`src/mse_pkg.sv`:
```
package mse_pkg;

   localparam int DEPTH_DEFAULT      = 64;
   localparam int DATA_WIDTH_DEFAULT = 32;
   localparam int QUEUE_DEPTH        = 4;

   // classification attached to each item by the front end
   typedef struct packed {
      logic is_last;
      logic drop;
   } mse_tag_type;

   localparam int TAG_WIDTH = $bits(mse_tag_type);

endpackage

```
`src/mse_req_if.sv`:
```
interface mse_req_if #(
   parameter int DATA_WIDTH = 32
);
   logic                  valid;
   logic                  ready;
   logic [DATA_WIDTH-1:0] value;
   logic                  is_last;

   modport source (output valid, output value, output is_last, input ready);
   modport sink   (input valid, input value, input is_last, output ready);
endinterface

```
`src/mse_front.sv`:
```
module mse_front #(
   parameter int DEPTH      = mse_pkg::DEPTH_DEFAULT,
   parameter int DATA_WIDTH = mse_pkg::DATA_WIDTH_DEFAULT
) (
   input  logic                  clock,
   input  logic                  reset,
   mse_req_if.sink               req,
   output logic                  push_valid,
   input  logic                  push_ready,
   output logic [DATA_WIDTH-1:0] push_value,
   output mse_pkg::mse_tag_type  push_tag
);
   import mse_pkg::*;

   localparam int CNT_W = $clog2(DEPTH + 1);

   logic [CNT_W-1:0] fill_ff;
   logic [CNT_W-1:0] fill_in;
   logic             transfer;
   logic             full;

   assign full       = (fill_ff == CNT_W'(DEPTH));
   assign transfer   = req.valid && push_ready;
   assign req.ready  = push_ready;
   assign push_valid = req.valid;
   assign push_value = req.value;

   always_comb begin
      push_tag.is_last = req.is_last;
      push_tag.drop    = full;
   end

   // run fill level, mirrors what the back end will have stored
   always_comb begin
      fill_in = fill_ff;
      if (transfer) begin
         if (req.is_last) begin
            fill_in = '0;
         end else if (!full) begin
            fill_in = fill_ff + CNT_W'(1);
         end
      end
   end

   always_ff @(posedge clock) begin
      if (reset) begin
         fill_ff <= '0;
      end else begin
         fill_ff <= fill_in;
      end
   end

endmodule

```
`src/flat_wrapper.sv`:
```
// flat-port wrapper written by rule: the top's interface ports become plain ports
module mse_front_flat import mse_pkg::*;
#(
   parameter int DEPTH      = mse_pkg::DEPTH_DEFAULT,
   parameter int DATA_WIDTH = mse_pkg::DATA_WIDTH_DEFAULT
)
  (clock, reset, push_valid, push_ready, push_value, push_tag, req_valid, req_value, req_is_last, req_ready);
  mse_req_if #(.DATA_WIDTH(DATA_WIDTH)) req_i ();
  input  logic clock;
  input  logic reset;
  output logic push_valid;
  input  logic push_ready;
  output logic [DATA_WIDTH-1:0] push_value;
  output mse_pkg::mse_tag_type push_tag;
  input wire logic [$bits(req_i.valid)-1:0] req_valid;
  input wire logic [$bits(req_i.value)-1:0] req_value;
  input wire logic [$bits(req_i.is_last)-1:0] req_is_last;
  output wire logic [$bits(req_i.ready)-1:0] req_ready;
  assign req_i.valid = req_valid;
  assign req_i.value = req_value;
  assign req_i.is_last = req_is_last;
  assign req_ready = req_i.ready;
  mse_front #(.DEPTH(DEPTH), .DATA_WIDTH(DATA_WIDTH)) u_core (.clock(clock), .reset(reset), .req(req_i), .push_valid(push_valid), .push_ready(push_ready), .push_value(push_value), .push_tag(push_tag));
endmodule
```
`config.mk`:
```
export PLATFORM = sky130hd
export DESIGN_NAME = mse_front_flat
export DESIGN_NICKNAME = d
export VERILOG_FILES = /design/src/mse_pkg.sv /design/src/mse_req_if.sv /design/src/mse_front.sv /design/src/flat_wrapper.sv
export SDC_FILE = /design/constraint.sdc
export NUM_CORES = 1
export LEC_CHECK = 0
export BUFFER_PORTS_ARGS = -buffer_cell sky130_fd_sc_hd__buf_4
export CAP_MARGIN = 20
export CORE_MARGIN = 3
export CORE_UTILIZATION = 34
export CTS_CLUSTER_DIAMETER = 60
export DETAILED_ROUTE_END_ITERATION = 12
export PLACE_DENSITY = 0.88
export SETUP_SLACK_MARGIN = 0.1
export SYNTH_ARGS = -nofsm -noshare
export SYNTH_HDL_FRONTEND = slang
export SYNTH_SLANG_ARGS = --single-unit
```
`constraint.sdc`:
```
create_clock -name clock -period 1.7 [get_ports clock]
set_input_delay 0.085 -clock clock [delete_from_list [all_inputs] [get_ports clock]]
set_output_delay 0.085 -clock clock [all_outputs]
set_load 0.01 [all_outputs]
```
# Word-level counts from Yosys, hierarchy flattened
# Cells that the tools add are included.
[totals]
ff_bits = 7
in_bits = 37
output_inout_bits = 36
wordCells = 8
[classes]
n_addsub = 1
n_eq_ne = 2
mux = 2
n_reduce_logical = 2
[ops]
columns = ["operator", "n"]
rows = [
  ["2-to-1 mux 7 bit", 2],
  ["adder 7 x 1 -> 7 bit, second input constant", 1],
  ["equality test 7 bit, second input constant", 1],
  ["!= test 2 bit, second input constant", 1],
  ["AND reduction 2 bit", 1],
  ["logical AND 1 bit", 1],
]

# Longest topological paths before layout
[logic_depth]
word_depth = 3
mapped_depth = 5

# Worst setup path after synthesis
# No wires, ideal clock.
[synth_path]
path_type = "reg-to-reg"
from = "reg u_core.fill_ff[4]"
to = "reg u_core.fill_ff[0]"
setup_ps = 87
arrival_ps = 1378
required_ps = 1613
path_slack_ps = 235
path_stages_with_launch = 4
synth_period_minus_slack_ps = 1465
cell_sequence = "dfxtp_1 -> or4_4 -> o311a_1 -> o31ai_1"
[synth_via]
elab_chain_cells = 3
[synth_lines]
columns = ["item", "line_no", "source"]
rows = [
  ["start, declared", "mse_front.sv:17", "logic [CNT_W-1:0] fill_ff;"],
  ["start signal, assigned", "mse_front.sv:49", "fill_ff <= fill_in;"],
  ["equality test 7 bit", "mse_front.sv:22", "assign full = (fill_ff == CNT_W'(DEPTH));"],
  ["!= test 2 bit (no source line)", "-", ""],
  ["AND reduction 2 bit (no source line)", "-", ""],
]
# Every way passes these cells.
# A chain may end at the register's enable or synchronous reset.

# Final worst setup path
[layout_path]
from = "reg u_core.fill_ff[5]"
to = "reg u_core.fill_ff[1]"
# Same word-level chain as after synthesis.

==> summary.json <==
{
  "clock_insertion_delay_worst_skew_ps": 250,
  "ys_seq_area_frac": 0.209,
  "n_antenna_cell": 0,
  "max_slew_margin": 0.794,
  "largest_register_ffs": 7,
  "synth.avg_cell_area_um2": 7.90,
  "buffer_ports.inserted": 8,
  "setup_total_neg_slack_ps": 0,
  "cts-root-buf": "sky130_fd_sc_hd__clkbuf_4",
  "worstHoldPathCells": 2,
  "fmax_mhz": 649,
  "clk_pin_slew_worst_setup_hold_paths_ps": 50,
  "max_cap_viol_count": 0,
  "synth_top_area_frac": 0.402,
  "place_congestion": 0.786,
  "status": "completed",
  "cts_hold_buffers": 0,
  "worstHoldEndpoint": "u_core.fill_ff[5]",
  "p_int_uw": 274,
  "grt_start_max_net_pins": 10,
  "power-per-cell-area_nw_per_um2": 670,
  "totalWireLength_um": 1180,
  "worstPathRequired_ps": 1870,
  "reg2reg_from": "u_core.fill_ff[5]",
  "switching_fraction": 0.241,
  "drt-vias-per-instance": 5.00,
  "drc": 0,
  "antenna_violations_before_repair": 0,
  "post_cts_setup_bufs": 0,
  "syn_to_final_growth_pct": -19.7,
  "postSynthCellCount": 85,
  "layout_commonest_cell": "sky130_fd_sc_hd__buf_4",
  "grt-ovfl-total": 0,
  "dr_total_vias": 425,
  "clock_skew_ps": 2.18,
  "rr_endpoint": "u_core.fill_ff[1]",
  "drtAntennaViolNets": 0,
  "grt_pass1_wl_um": 1820,
  "fin_total_pwr_uw": 361,
  "core_um2": 1800,
  "sequential_group_share_of_total_power": 0.465,
  "row_count": 15,
  "io_pins": 73,
  "final_cycle_share": 0.907,
  "finish.net_count": 100,
  "place.detailed.hpwl_um": 851,
  "drt-wirelength-per-cell_um": 13.9,
  "critical_path.endpoint_type": "register",
  "hold_start": "reset",
  "netSwitchingPower_uw": 87.2,
  "reg2reg_setup_slack_ps": 160,
  "final_cell_mix": "sky130_fd_sc_hd__buf_4, sky130_fd_sc_hd__dfxtp_1, sky130_fd_sc_hd__a21oi_1",
  "reg2reg_depth": 3,
  "cts_tree": "yes",
  "detail_route.first_pass.iterations": 5,
  "effective_utilization_at_floorplan": 0.373,
  "synth-seq-cells": 7,
  "timing.hold.worst.class": "primary input to register",
  "ir_drop_worst_vdd_mv": 0.311,
  "fp.dieH_um": 50.5,
  "finalHoldViolCount": 0,
  "timing.final.setup_violations": 0,
  "path_class": "register to register",
  "grtUsageTotal": 0.0921,
  "unrepaired_setup_endpoints_after_global_routing": "no",
  "tritoncts_num_sinks": 7,
  "combinationalPowerShare": 0.113,
  "biggestRegsByFlops": "u_core.fill_ff: 7 flops",
  "yosysWarnings": 0,
  "period_minus_slack_ps": 1540,
  "grt_pass1_vias": 415,
  "max_flop_register": "u_core.fill_ff",
  "cp_data_arrival_time_ps": 1710,
  "clock_tree.buffer_depth": 2,
  "leakagePower_nw": 0.188,
  "max_slew.worst_pin.slew_ps": 305,
  "start_kind": "register",
  "num-fill-cells": 210,
  "post_synth_instance_area_um2": 672,
  "yosysUniqueCellTypes": 22,
  "final_critical_path_setup_slack_ps": 159,
  "synth_top_area_cell": "sky130_fd_sc_hd__buf_4",
  "cts.htree.levels": 1,
  "synth.net_count": 124,
  "p_clk_frac": 0.423,
  "netlist_top_cells_area": "sky130_fd_sc_hd__buf_4, sky130_fd_sc_hd__dfxtp_1, sky130_fd_sc_hd__a21oi_1",
  "place_ws_ps": 90.0,
  "timing.critical_path.fanout_max": 5,
  "die_area_um2": 2550,
  "maxSlewViolCount": 0,
  "die_w_um": 50.5,
  "tritoncts.num_buffers": 3,
  "dr.first_iter.drc_count": 12,
  "drive_gt1_frac": 0.283
}
==> worst max-delay path, cell delays in order, from the launching register on <==
cell and delay [ps]:
sky130_fd_sc_hd__dfxtp_1 320, sky130_fd_sc_hd__or4_4 580, sky130_fd_sc_hd__o311a_4 390, sky130_fd_sc_hd__o31ai_2 170
==> synthesized netlist by cell type <==
cell type	n
sky130_fd_sc_hd__o311a_1	1
sky130_fd_sc_hd__nor2_1	3
sky130_fd_sc_hd__or4_4	1
sky130_fd_sc_hd__buf_4	36
sky130_fd_sc_hd__ha_1	2
sky130_fd_sc_hd__or3_1	1
sky130_fd_sc_hd__nand2_1	4
sky130_fd_sc_hd__a21oi_1	5
sky130_fd_sc_hd__buf_1	1
sky130_fd_sc_hd__o311ai_0	2
sky130_fd_sc_hd__and3b_1	1
sky130_fd_sc_hd__o211ai_1	1
sky130_fd_sc_hd__dfxtp_1	7
sky130_fd_sc_hd__a31oi_1	2
sky130_fd_sc_hd__o31ai_1	2
sky130_fd_sc_hd__o21ai_0	3
sky130_fd_sc_hd__nand3_1	3
sky130_fd_sc_hd__nand3b_1	1
sky130_fd_sc_hd__inv_1	4
sky130_fd_sc_hd__or4_1	2
sky130_fd_sc_hd__or3_2	1
sky130_fd_sc_hd__o2111ai_1	2
==> cells by family (layout without fill, tap and decap cells) <==
logic type | Yosys count | in the layout | share of synthesized area
AOI/OAI and AO/OA | 18 | 18 | 0.179
adders and majority gates | 2 | 2 | 0.0372
buffers and inverters | 41 | 16 | 0.430
DFF | 7 | 7 | 0.209
and+or+nand+nor | 17 | 17 | 0.145
==> metal layers <==
layer / vias up / part of all wire / global-route usage
met5: - / 0 / 0
met1: 185 / 0.39 / 0.110
met2: 21 / 0.45 / 0.133
met3: 6 / 0.15 / 0.0653
met4: 0 / 0.012 / 0.0224
li1: 213 / - / -
==> metrics by stage <==
step	hold WS, ps	instance area, µm²	util	instances
floorplan	262	672	-	85
global placement	170	489	0.272	81
detailed placement	170	489	0.272	81
CTS	67.4	515	0.286	85
global route	87.3	539	0.299	85
finish	76.5	539	0.299	85
==> area by class of cell <==
cell class | count | area [µm²] | area share
inverter | 4 | 15.0 | 0.0278
multi-input combinational | 37 | 267 | 0.494
sequential | 7 | 140 | 0.260
tap | 25 | 31.3 | 0.0580
timing repair buffer | 8 | 60.1 | 0.111
clock buffer | 4 | 26.3 | 0.0487
==> power groups by stage <==
stage | clock network [mW] | registers, mW | logic (mW)
6_report | 0.153 | 0.168 | 0.0407
5_1_grt | 0.167 | 0.168 | 0.0461
4_1_cts | 0.160 | 0.168 | 0.0374
3_5_place_dp | 0 | 0.171 | 0.0372
3_3_place_gp | 0 | 0.171 | 0.0355
2_1_floorplan | 0 | 0.171 | 0.0989
==> worst max-delay path by stage <==
stage / startpoint / endpoint / slack [ps]
global placement: u_core.fill_ff[4] / u_core.fill_ff[1] / 210
global route: u_core.fill_ff[5] / u_core.fill_ff[1] / 100
finish: u_core.fill_ff[5] / u_core.fill_ff[1] / 160
CTS: u_core.fill_ff[4] / u_core.fill_ff[1] / 100
floorplan: u_core.fill_ff[4] / u_core.fill_ff[0] / 240
detailed placement: u_core.fill_ff[4] / u_core.fill_ff[1] / 90
==> repair_timing <==
action                     4_1_cts  5_1_grt
resized for setup                0        4
setup endpoints to repair        0        3
hold endpoints to repair         0        0
Note: power is estimated with default switching activity, not from simulation.
