<file path="config.mk">
export PLATFORM = sky130hd
export DESIGN_NAME = mse_queue
export DESIGN_NICKNAME = d
export VERILOG_FILES = /design/src/mse_pkg.sv /design/src/mse_queue.sv
export SDC_FILE = /design/constraint.sdc
export NUM_CORES = 1
export LEC_CHECK = 0
export BUFFER_PORTS_ARGS = -buffer_cell sky130_fd_sc_hd__buf_4
export CORE_MARGIN = 2
export CORE_UTILIZATION = 57
export DETAILED_ROUTE_END_ITERATION = 8
export PLACE_DENSITY = 0.85
export SYNTH_ARGS = -nofsm -noshare
export SYNTH_HDL_FRONTEND = slang
export SYNTH_SLANG_ARGS = --single-unit
</file>
<file path="constraint.sdc">
create_clock -name clock -period 3.99 [get_ports clock]
set_clock_uncertainty 0.05 [all_clocks]
set_input_delay 0.1995 -clock clock [delete_from_list [all_inputs] [get_ports clock]]
set_output_delay 0.1995 -clock clock [all_outputs]
set_load 0.05 [all_outputs]
</file>
<file path="src/mse_pkg.sv">
package mse_pkg;

   localparam int DEPTH_DEFAULT      = 64;
   localparam int DATA_WIDTH_DEFAULT = 32;
   localparam int QUEUE_DEPTH        = 4;

   // classification attached to each item by the front end
   typedef struct packed {
      logic is_last;
      logic drop;
   } mse_tag_type;

   localparam int TAG_WIDTH = $bits(mse_tag_type);

endpackage

</file>
<file path="src/mse_queue.sv">
module mse_queue #(
   parameter int WIDTH = 34
) (
   input  logic             clock,
   input  logic             reset,
   input  logic             push_valid,
   output logic             push_ready,
   input  logic [WIDTH-1:0] push_data,
   output logic             pop_valid,
   input  logic             pop_ready,
   output logic [WIDTH-1:0] pop_data
);
   import mse_pkg::*;

   localparam int PTR_W = $clog2(QUEUE_DEPTH);
   localparam int LVL_W = $clog2(QUEUE_DEPTH + 1);

   logic [WIDTH-1:0] entry_ff [QUEUE_DEPTH];
   logic [PTR_W-1:0] wr_ptr_ff;
   logic [PTR_W-1:0] wr_ptr_in;
   logic [PTR_W-1:0] rd_ptr_ff;
   logic [PTR_W-1:0] rd_ptr_in;
   logic [LVL_W-1:0] level_ff;
   logic [LVL_W-1:0] level_in;
   logic             do_push;
   logic             do_pop;

   assign push_ready = (level_ff != LVL_W'(QUEUE_DEPTH));
   assign pop_valid  = (level_ff != '0);
   assign pop_data   = entry_ff[rd_ptr_ff];
   assign do_push    = push_valid && push_ready;
   assign do_pop     = pop_valid && pop_ready;

   always_comb begin
      wr_ptr_in = wr_ptr_ff;
      rd_ptr_in = rd_ptr_ff;
      level_in  = level_ff;
      if (do_push) begin
         wr_ptr_in = (wr_ptr_ff == PTR_W'(QUEUE_DEPTH - 1)) ? '0 : wr_ptr_ff + PTR_W'(1);
      end
      if (do_pop) begin
         rd_ptr_in = (rd_ptr_ff == PTR_W'(QUEUE_DEPTH - 1)) ? '0 : rd_ptr_ff + PTR_W'(1);
      end
      if (do_push && !do_pop) begin
         level_in = level_ff + LVL_W'(1);
      end else if (do_pop && !do_push) begin
         level_in = level_ff - LVL_W'(1);
      end
   end

   always_ff @(posedge clock) begin
      if (reset) begin
         wr_ptr_ff <= '0;
         rd_ptr_ff <= '0;
         level_ff  <= '0;
      end else begin
         wr_ptr_ff <= wr_ptr_in;
         rd_ptr_ff <= rd_ptr_in;
         level_ff  <= level_in;
      end
   end

   always_ff @(posedge clock) begin
      if (do_push) begin
         entry_ff[wr_ptr_ff] <= push_data;
      end
   end

endmodule

</file>
## Yosys cells after proc, flatten, opt, wreduce, memory -nomap -nowiden

Memory sizes are Yosys's and may differ from the RTL's. A register that Yosys moved wholly into a read port is not among the register bits.
Index checks and enable logic that the tools add are counted.

| word-level totals | value |
|---|---|
| register bits | 7 |
| memory bits (writable) | 136 |
| output and inout port bits | 36 |
| word-level logic and storage cells | 27 |
| memories | 1 |

Memories:

| memory | words | bits a word | read ports | clocked after Yosys merged registers in | write ports | RTL line | text |
|---|---|---|---|---|---|---|---|
| entry_ff | 4 | 34 | 1 | 1 | 1 | mse_queue.sv:18 | `logic [WIDTH-1:0] entry_ff [QUEUE_DEPTH];` |

| cells by class | value |
|---|---|
| $add $sub $neg | 4 |
| eq/ne operators | 3 |
| muxes and demuxes | 8 |
| reductions and logical operators | 8 |

Operators by type and width:

| cell | count |
|---|---|
| 2-to-1 mux 2 bit | 4 |
| 2-to-1 mux 3 bit | 2 |
| adder 2 x 1 -> 2 bit (second input constant) | 2 |
| == test 2 bit (second input constant) | 2 |
| logical AND 1 bit | 4 |
| adder 3 x 1 -> 3 bit (second input constant) | 1 |
| != test 3 bit (second input constant) | 1 |
| nonzero test 3 bit | 1 |
| subtractor 3 x 1 -> 3 bit (second input constant) | 1 |
| zero test 1 bit | 2 |
| 2-to-1 mux 1 bit | 2 |
| nonzero test 2 bit | 1 |

## Logic depth before layout (Yosys ltp)

Gate-level depths: netlist (run 1).

| depth | value |
|---|---|
| depth in word-level cells | 6 |
| gate-level depth with buffers | 9 |
| mapped depth without buffers | 8 |

## Least setup slack after synthesis (run 1)

No wires, ideal clock.

| path | value |
|---|---|
| kind | reg2reg |
| start point | register level_ff[0] |
| end point | register level_ff[2] |
| library setup time | 0.070 ns |
| data arrival time | 2.314 ns |
| required time | 3.870 ns |
| setup slack | 1.556 ns |
| cell stages (with the launch flop) | 10 |
| path buffers | 1 |
| period minus slack after synthesis | 2.434 ns |
| cell sequence | dfxtp_1 or3b_1 clkbuf_2 and2_4 ha_1 inv_1 fa_1 xor2_1 or3_2 a21oi_1 |

| between the ends | value |
|---|---|
| word-level cells in the longest chain between the ends | 5 |
| elaborated cells on any way between the ends | 13 |
| classes of those cells | add/sub: 2; eq/ne: 1; mux: 2; reduce/logical: 8 |

Ends and longest elaborated chain:

| what | RTL line | text |
|---|---|---|
| start, declared | mse_queue.sv:23 | `logic [LVL_W-1:0] level_ff;` |
| start signal, assigned | mse_queue.sv:59 | `level_ff <= level_in;` |
| != test 3 bit * | mse_queue.sv:28 | `assign push_ready = (level_ff != LVL_W'(QUEUE_DEPTH));` |
| via push_ready | mse_queue.sv:7 | `output logic push_ready,` |
| logical AND 1 bit * | mse_queue.sv:31 | `assign do_push = push_valid && push_ready;` |
| via do_push | mse_queue.sv:25 | `logic do_push;` |
| zero test 1 bit | mse_queue.sv:46 | `end else if (do_pop && !do_push) begin` |
| logical AND 1 bit | mse_queue.sv:46 |  |
| nonzero test 2 bit (no source line) | -- |  |

Mark *: on every way through the listed nets, which the timed path passes. The rest lies on a longest branch. The select of a mux whose other input is x is not followed.
A chain may end at the register's enable or synchronous reset.

==> impl_summary.md, run 1 <==
CTS
The number of instances resized during post-cts repair is 0. CTS saw 145 sinks. The post-CTS setup buffer count is 0.

The number of clock buffers added by TritonCTS is 17. The cell at the root of the clock tree is sky130_fd_sc_hd__clkbuf_8. The maximum number of buffers from clock root to sink is 2. The H-tree was split into 4 levels. The quantity of hold-fixing buffers added after cts is 36. After clock tree synthesis, the clock-pin slew on the worst setup and hold paths is 0.06 ns. The clock tree from TritonCTS is yes.

The clock insertion delay at the later pin of the skew report is between 0.5 and 0.6 ns.

Timing
The worst slack on hold paths is 0.0318 ns. Timing would allow up to 377 MHz. The worst path uses 66.5% of the clock period.

The pin slew with the least headroom to its limit is 0.946 ns. After routing, the total negative slack on setup checks comes to 0 ns. Headroom to the max-slew limit came out at about 37%. Setup repair after global routing left no endpoint under its margin.

The max-slew violation total from the final report was 0. Setup violations remaining at the end of the flow were counted as 0. The number of endpoints with negative hold slack in the final report is 0.

The final critical delay including setup and external delays is 2.65 ns. The final worst setup slack is around 1.3 ns.

GRT
Entering global routing, the biggest net connects 35 pins. The overall track demand over capacity in global routing is 19.3%. The via count of the first global-routing pass came to approximately 2,800. The initial antenna violation count is 0. For this run the aggregate overflow at the end of global routing stands at 0. The first global-routing pass estimated 14.2 mm of wire.

Final layout
The count of cells in the finished layout, fillers not included, comes to 470. In the final layout, the share of cells above drive strength 1 is 41.5%. 0 antenna diodes ended up in the layout. Compared with the post-synthesis result, the final layout area differs by 28.7%. The number of nets in the layout is ~390.

Placement
The count of port buffers added during placement is 73. Including well taps, the total number of placed cells is between 400 and 500. Prior to clock tree synthesis, the placed netlist has a worst setup slack of between 1.5 and 2 ns. The congestion estimate from routability-driven global placement came to between 0.7 and 0.8. The post-detailed-placement half-perimeter wirelength is 5.14 mm.

Logic synthesis
The most common cell in the synthesized netlist is sky130_fd_sc_hd__edfxtp_1. The largest total area in the synthesized netlist belongs to sky130_fd_sc_hd__edfxtp_1. The synthesized netlist devotes 1.77% of its cell area to adder and majority cells. The most used flip-flop cell after synthesis is sky130_fd_sc_hd__edfxtp_1. In this run, synthesis produced a sequential element count of roughly 150. Summed over its instances, the top area cell type makes up approximately three quarters of the synthesized netlist area. The total of warnings raised by yosys is 0.

The synthesized netlist contains 27 unique library cells. After synthesis, the cell types taking the most area are sky130_fd_sc_hd__edfxtp_1 76%, sky130_fd_sc_hd__mux4_2 14%, sky130_fd_sc_hd__dfxtp_1 3.3%. The main combinational cell family by area after synthesis is multiplexers. Of the total synthesized cell area, the portion taken by XOR and XNOR cells is less than 1%. Summing the areas of all compound-gate instances in the mapped netlist gives 0.651% of the synthesized area.

Yosys mapped a number of flops with a built-in enable equal to roughly 140. The post-synth design cell area is about 0.0054 sq mm. The mux share of post-synthesis cell area is between 10% and 20%. Synthesis produced a netlist whose cell count is between 200 and 250. Dividing the synthesized area by the synthesized cell count gives approximately 24 sq um. The sequential element share of the synthesized area is between 70% and 80%. Of the total synthesized cell area, the portion taken by AND, OR, NAND and NOR gates is 1.98%. The fraction of synthesis flops using an asynchronous set or reset pin is 0%. Sorting the synthesized cells by how often they occur yields 136 x sky130_fd_sc_hd__edfxtp_1, 34 x sky130_fd_sc_hd__mux4_2, 9 x sky130_fd_sc_hd__dfxtp_1, 6 x sky130_fd_sc_hd__ha_1. Counting every net in the synthesized netlist gives 271.

Worst setup path
The worst stage delay on the critical path is 0.76 ns. The slack of the worst reg-to-reg path is between 1.5 and 2 ns. The required time of the worst setup path is 3.74 ns.

Data arrives at the worst endpoint at approximately 2.4 ns. The startpoint kind of the worst setup timing path is a flop. The number of buffers and inverters on the critical path is 2. The cell with the most instances on the worst path is sky130_fd_sc_hd__buf_4. The cell with the largest stage delay on the worst path is sky130_fd_sc_hd__dfxtp_2. The start-to-end type of the worst setup path is reg -> out.

STA classifies the critical path endpoint as an output pin. In this run the worst path has a maximum fanout of 18. Traced cell by cell, the critical path runs through buf_4 > mux4_2 > buf_4. On the critical path the largest part of the delay comes from flip-flops.

Floorplanning
The die area is slightly above 0.01 sq mm. The I/O pin total is 74. The total number of placement rows is 35. The y dimension of the die is between 100 and 150 um. The floorplan step defined a core boundary enclosing between 0.009 and 0.01 sq mm. Once the floorplan was initialized, standard cells occupied roughly 59% of the core.

The overall die width is approximately 100 um.

Pwr
For this design the static power due to leakage is between 0.002 and 0.0025 uW. Across the VDD grid, the largest voltage drop is slightly above 0.0004 V. The power density over cell area is between 600 and 700 mW/mm^2.

The final total power is roughly 4700 uW.

Route
The detailed-router iteration count before antenna repair is 4. The residual antenna-violating net count after detailed routing is 0. The routed wirelength normalized by instance count is just under 20 um.

The detail-routed via count per cell is about 5.6. For this run, design rule violations remaining after detail routing come to 0. The routed design has roughly 9.3 mm of wire. The via count of the routed design is 2,617. The number of violations reported at the end of detailed-routing iteration 0 is about 110.

Run
The max capacitance violation total is 0.

Status
The run finished with clean final reports.

Hold path
The worst min-delay path category is in -> reg.
-- report_power, final --
part           switching, uW  total, uW  internal [uW]  leakage (uW)
Sequential               109       1960           1850       0.00132
Combinational            839       1340            505      0.000842
Clock                    628       1410            777      0.000255
-- state kept, by name, indices dropped and copies added (netlist names), named ones only --
signal,cells
rd_ptr_ff,2
wr_ptr_ff,2
level_ff,3
entry_ff,136
-- stage by stage --
| stage | utilization, % | area [sq um] |
|---|---|---|
| final | 75.3 | 6930 |
| after global routing | 75.3 | 6930 |
| after CTS | 75.3 | 6930 |
| after global placement | 65.6 | 6030 |
| after detailed placement | 65.6 | 6030 |
| after floorplan | - | 5380 |
-- worst min-delay path, stage by stage --
cell and delay (ns):
sky130_fd_sc_hd__buf_4 0.08, sky130_fd_sc_hd__o31ai_1 0.12, sky130_fd_sc_hd__nand2_1 0.09, sky130_fd_sc_hd__a21oi_1 0.06
-- worst paths after layout --
check	startpoint	end	cells past startpoint
setup / recovery	flop	pop_data[25]	3
setup reg to reg	level_ff[0]$_SDFFE_PP0P_	level_ff[2]$_SDFFE_PP0P_	7
hold / removal	pop_ready	flop	4
hold reg to reg	rd_ptr_ff[0]$_SDFFE_PP0P_	flop	2
-- logic make-up (layout without fill, tap and decap cells) --
| logic type | count (synthesis) | after routing |
|---|---|---|
| muxes | 37 | 37 |
| and+or+nand+nor | 17 | 17 |
| buffers and inverters | 13 | 146 |
| adders and majority gates | 7 | 7 |
| AOI/OAI and AO/OA | 5 | 5 |
| xor gates and xnor gates | 2 | 2 |
| DFF | 145 | 145 |
-- placed cells by master (no fill, tap or decap), drive strengths merged --
cell type      n
dfxtp          9
edfxtp       136
nand2b         2
mux4          34
xor2           2
a21oi          2
inv            9
or3b           1
o21ai          1
or3            3
and2           1
nor3           1
nand3          1
buf           75
nand2          1
and3           4
mux2i          3
clkinv         6
ha             6
nor2           3
o31ai          2
clkinvlp       3
clkbuf        17
dlygate4sd3   36
fa             1
-- routing by layer --
metal / part of all wire (%) / GRT usage (%) / vias to the layer above
li1: - / - / 1191
met1: 41 / 23.8 / 1333
met2: 53 / 33.0 / 83
met3: 5.0 / 6.07 / 10
met4: 1.1 / 6.24 / 0
met5: 0 / 0 / -
-- area by class of cell --
cell class                 count  area, sq um
multi-input combinational     68         1050
inverter                       3         11.3
fill                         511         2270
sequential                   145         4270
clock buffer                  17          414
clock inverter                15          123
tap                          111          139
timing repair buffer         111          923
Power figures use the tool's default switching activity.
==> inputs of run 2 (changes only) <==
--- a/config.mk
+++ b/config.mk
@@ -7,9 +7,9 @@
 export LEC_CHECK = 0
 export BUFFER_PORTS_ARGS = -buffer_cell sky130_fd_sc_hd__buf_4
 export CORE_MARGIN = 2
-export CORE_UTILIZATION = 57
+export CORE_UTILIZATION = 56
 export DETAILED_ROUTE_END_ITERATION = 8
-export PLACE_DENSITY = 0.85
+export PLACE_DENSITY = 0.84
 export SYNTH_ARGS = -nofsm -noshare
 export SYNTH_HDL_FRONTEND = slang
 export SYNTH_SLANG_ARGS = --single-unit
==> constraint.sdc (replaced) <==
create_clock -name clock -period 2.78 [get_ports clock]
set_clock_uncertainty 0.05 [all_clocks]
set_input_delay 0.139 -clock clock [delete_from_list [all_inputs] [get_ports clock]]
set_output_delay 0.139 -clock clock [all_outputs]
set_load 0.05 [all_outputs]
==> run 2 against run 1 <==
  * Clock-buffer cell count stayed put
  * Hold slack better by 0.022 ns
  * Highest routed layer unchanged
  * Critical path type is now reg -> reg
  * Combinational power is 49% higher
  * Clock power is 54% higher
  * Sequential cell count stayed put
  * Non-clock buffer count is 2 higher
==> impl_summary.md, run 2 (synthesis results as in run 1) <==
CTS
The level count of the clock H-tree is 4 (unchanged). The maximum number of buffers from clock root to sink is 2 (unchanged). The total number of clock tree sinks is 145 (unchanged). The number of clock buffers inserted by TritonCTS was 17 (unchanged). The clock tree from TritonCTS was yes (unchanged). The post-CTS setup buffer count is 0 (unchanged). The cell at the root of the clock tree was sky130_fd_sc_hd__clkbuf_8 (unchanged). The clock insertion delay at the later pin of the skew report is 0.51 ns (was 0.52 ns). The CTS clock-pin slew for the worst setup and hold paths is 0.06 ns (about the same).

Floorplanning
The I/O pin total is 74 (unchanged). The overall die width was 102 um (was 101 um). The floorplan core area is 0.00928 sq mm (was 0.00920 sq mm). The effective utilization at floorplan is 58.0% (was 58.5%).

The total number of placement rows is 35 (unchanged). The y dimension of the die was 102 um (was 101 um). The die area was 0.0104 sq mm (was 0.0102 sq mm).

Pwr
The cell-internal power was 4640 uW (was 3130 uW). The final total power is 6960 uW (was 4710 uW). The maximum vdd drop is 0.000659 V (was 0.000412 V). The net load switching power is 2320 uW (was 1580 uW).

The leakage power figure is 0.00246 uW (was 0.00242 uW). The net switching share of the total power is 33.4% (was 33.5%). The power density over cell area is 992 mW/mm^2 (was 680 mW/mm^2). The clock share of power is 31.2% (was 29.8%). The share of power burned in registers came to 40.2% (was 41.6%). The combinational share of power was 28.7% (was 28.5%).

Final layout
The most flop-heavy register is entry_ff (unchanged). Leading cell types in the layout, fill and taps excluded: 136 x sky130_fd_sc_hd__edfxtp_1, 76 x sky130_fd_sc_hd__buf_4, 36 x sky130_fd_sc_hd__dlygate4sd3_1, 34 x sky130_fd_sc_hd__mux4_2, 16 x sky130_fd_sc_hd__clkbuf_16 (was 136 x sky130_fd_sc_hd__edfxtp_1, 75 x sky130_fd_sc_hd__buf_4, 36 x sky130_fd_sc_hd__dlygate4sd3_1, 34 x sky130_fd_sc_hd__mux4_2, 16 x sky130_fd_sc_hd__clkbuf_16). The diode insertion count for antenna repair came to 0 (unchanged). The number of flip-flops under the largest register name came to 136 (unchanged). The number of nets in the layout is 393 (was 391). The ratio of cells with drive above 1 in the final layout is 42.4% (was 41.5%). The commonest non-fill, non-tap cell in the layout is sky130_fd_sc_hd__edfxtp_1 (unchanged). Largest registers ranked by flip-flop count: entry_ff: 136 flops, level_ff: 3 flops (unchanged). The final non-filler cell area came to 0.00701 sq mm (was 0.00693 sq mm). The share of the core filled with cells in the final layout is 75.6% (was 75.3%).

The number of filler instances in the final layout is 550 (was 511). The synthesis-to-finish area growth is 30.4% (was 28.7%).

Timing
Setup repair after global routing missed its margin: no (unchanged). In the finished design, the share of the clock period the worst path needs comes to between 80 and 90%. The worst slack on hold paths is 0.0538 ns (was 0.0318 ns). The summed negative setup slack over all endpoints was 0 ns (unchanged). For the finished layout, the period the worst path requires is 2.44 ns. The final number of setup-violating endpoints is 0 (unchanged). The max-slew violation total from the final report was 0 (unchanged).

The pin slew with the least headroom to its limit is 0.924 ns (was 0.946 ns). For this run, the top clock speed supported by timing is slightly above 400 MHz. The headroom to the max-slew limit was 38.4% (was 36.9%). The number of endpoints with negative hold slack in the final report was 0 (unchanged).

Worst setup path
The start-to-end type of the worst setup path is reg -> reg (was reg -> out). The startpoint kind of the worst setup timing path is a flop (unchanged). The category of the worst setup path capture point is a flop (was output pin). The required time of the worst setup path is 3.17 ns (was 3.74 ns). The biggest fanout along the worst timing path is 7 (was 18). The critical path arrival is 2.82 ns (was 2.40 ns).

Placement
The final estimated routing congestion in global placement came to 0.746 (was 0.734). The post-detailed-placement half-perimeter wirelength was 5.52 mm (was 5.14 mm). The count of port buffers added during placement is 73 (unchanged). The standard cell area after detailed placement is 0.00608 sq mm (was 0.00603 sq mm).

GRT
The initial antenna violation count is 0 (unchanged). The maximum number of pins on one net before global-route repair was 35 (unchanged). The via count of the first global-routing pass came to 2,919 (was 2,790). The overall track demand over capacity in global routing is 20.8% (was 19.3%). The overflow left after global routing is 0 (unchanged). The global-route wire length before repair was 15.1 mm (was 14.2 mm).

Route
The detail-routed via count per cell is 5.40 (was 5.57). The routed wirelength normalized by instance count was 20.2 um (was 19.8 um). The DRC violation count after routing is 0 (unchanged). The detailed-route wire length came to 9.88 mm (was 9.33 mm). The via count of the routed design was 2,646 (was 2,617).

The residual antenna-violating net count after detailed routing came to 0 (unchanged). The detailed-router iteration count before antenna repair was 4 (unchanged). The number of violations reported at the end of detailed-routing iteration 0 is 147 (was 111).

Run
The max capacitance violation total came to 0 (unchanged).

Hold path
The worst min-delay path category is in -> reg (unchanged).

Status
Outcome: finished, final reports clean (unchanged).
==> run 2: changes by cell type in the layout (fill, tap and decap cells not counted), sizes merged <==
| cell | before | now |
|---|---|---|
| bufinv | 0 | 1 |
| buf | 75 | 77 |
| clkinv | 6 | 1 |
| clkinvlp | 3 | 2 |
| inv | 9 | 14 |
==> run 2: power by group through the flow <==
stage          clock network [uW]  registers, uW  logic (uW)
2_1_floorplan                   0           2750        1460
3_3_place_gp                    0           2820        1920
3_5_place_dp                    0           2850        1960
4_1_cts                      2200           2800        2000
5_1_grt                      2290           2830        2100
6_report                     2170           2800        1990
==> run 2: stage by stage <==
step                      setup slack, ns  instances
after floorplan                     0.346        226
after global placement              0.537        422
after detailed placement            0.387        422
after CTS                           0.298        490
after global routing                0.201        490
final                               0.344        490
==> run 2: repair_timing <==
item,4_1_cts,5_1_grt
hold buffers,36,0
endpoints found under the setup margin,0,0
gates resized for setup,0,0
endpoints found under the hold margin,145,0
==> run 2: final cells by class <==
type / instances / area, sq um / area share, %
repair buffers: 113 / 951 / 13.6
clock buffers: 17 / 414 / 5.90
flip-flops and latches: 145 / 4270 / 60.8
well taps: 129 / 161 / 2.30
inverters: 3 / 11.3 / 0.161
clock inverters: 15 / 160 / 2.28
multi-input cells: 68 / 1050 / 15.0
==> run 2: worst max-delay path, cell delays in order (launching register included) <==
cell and delay (ns):
sky130_fd_sc_hd__dfxtp_1 0.44, sky130_fd_sc_hd__or3b_1 0.27, sky130_fd_sc_hd__and2_4 0.20, sky130_fd_sc_hd__ha_1 0.20, sky130_fd_sc_hd__inv_1 0.06, sky130_fd_sc_hd__fa_1 0.37
sky130_fd_sc_hd__xor2_1 0.18, sky130_fd_sc_hd__or3_2 0.42, sky130_fd_sc_hd__a21oi_1 0.17
==> run 2: path summary, 6_finish.rpt <==
| path | from | end | slack (ns) | cells after the start |
|---|---|---|---|---|
| setup / recovery | level_ff[0]$_SDFFE_PP0P_ | level_ff[2]$_SDFFE_PP0P_ | 0.34 | 8 |
| hold / removal | pop_ready | flop | 0.05 | 5 |
| setup reg to reg | level_ff[0]$_SDFFE_PP0P_ | level_ff[2]$_SDFFE_PP0P_ | 0.34 | 8 |
| hold reg to reg | rd_ptr_ff[0]$_SDFFE_PP0P_ | flop | 0.47 | 2 |
==> run 2: layer usage <==
layer	part of all wire, %	GRT usage, %	up-vias
met1	39	24.3	1372
met5	0	0	-
li1	-	-	1192
met4	1.8	8.41	0
met2	55	36.6	70
met3	3.6	6.09	12
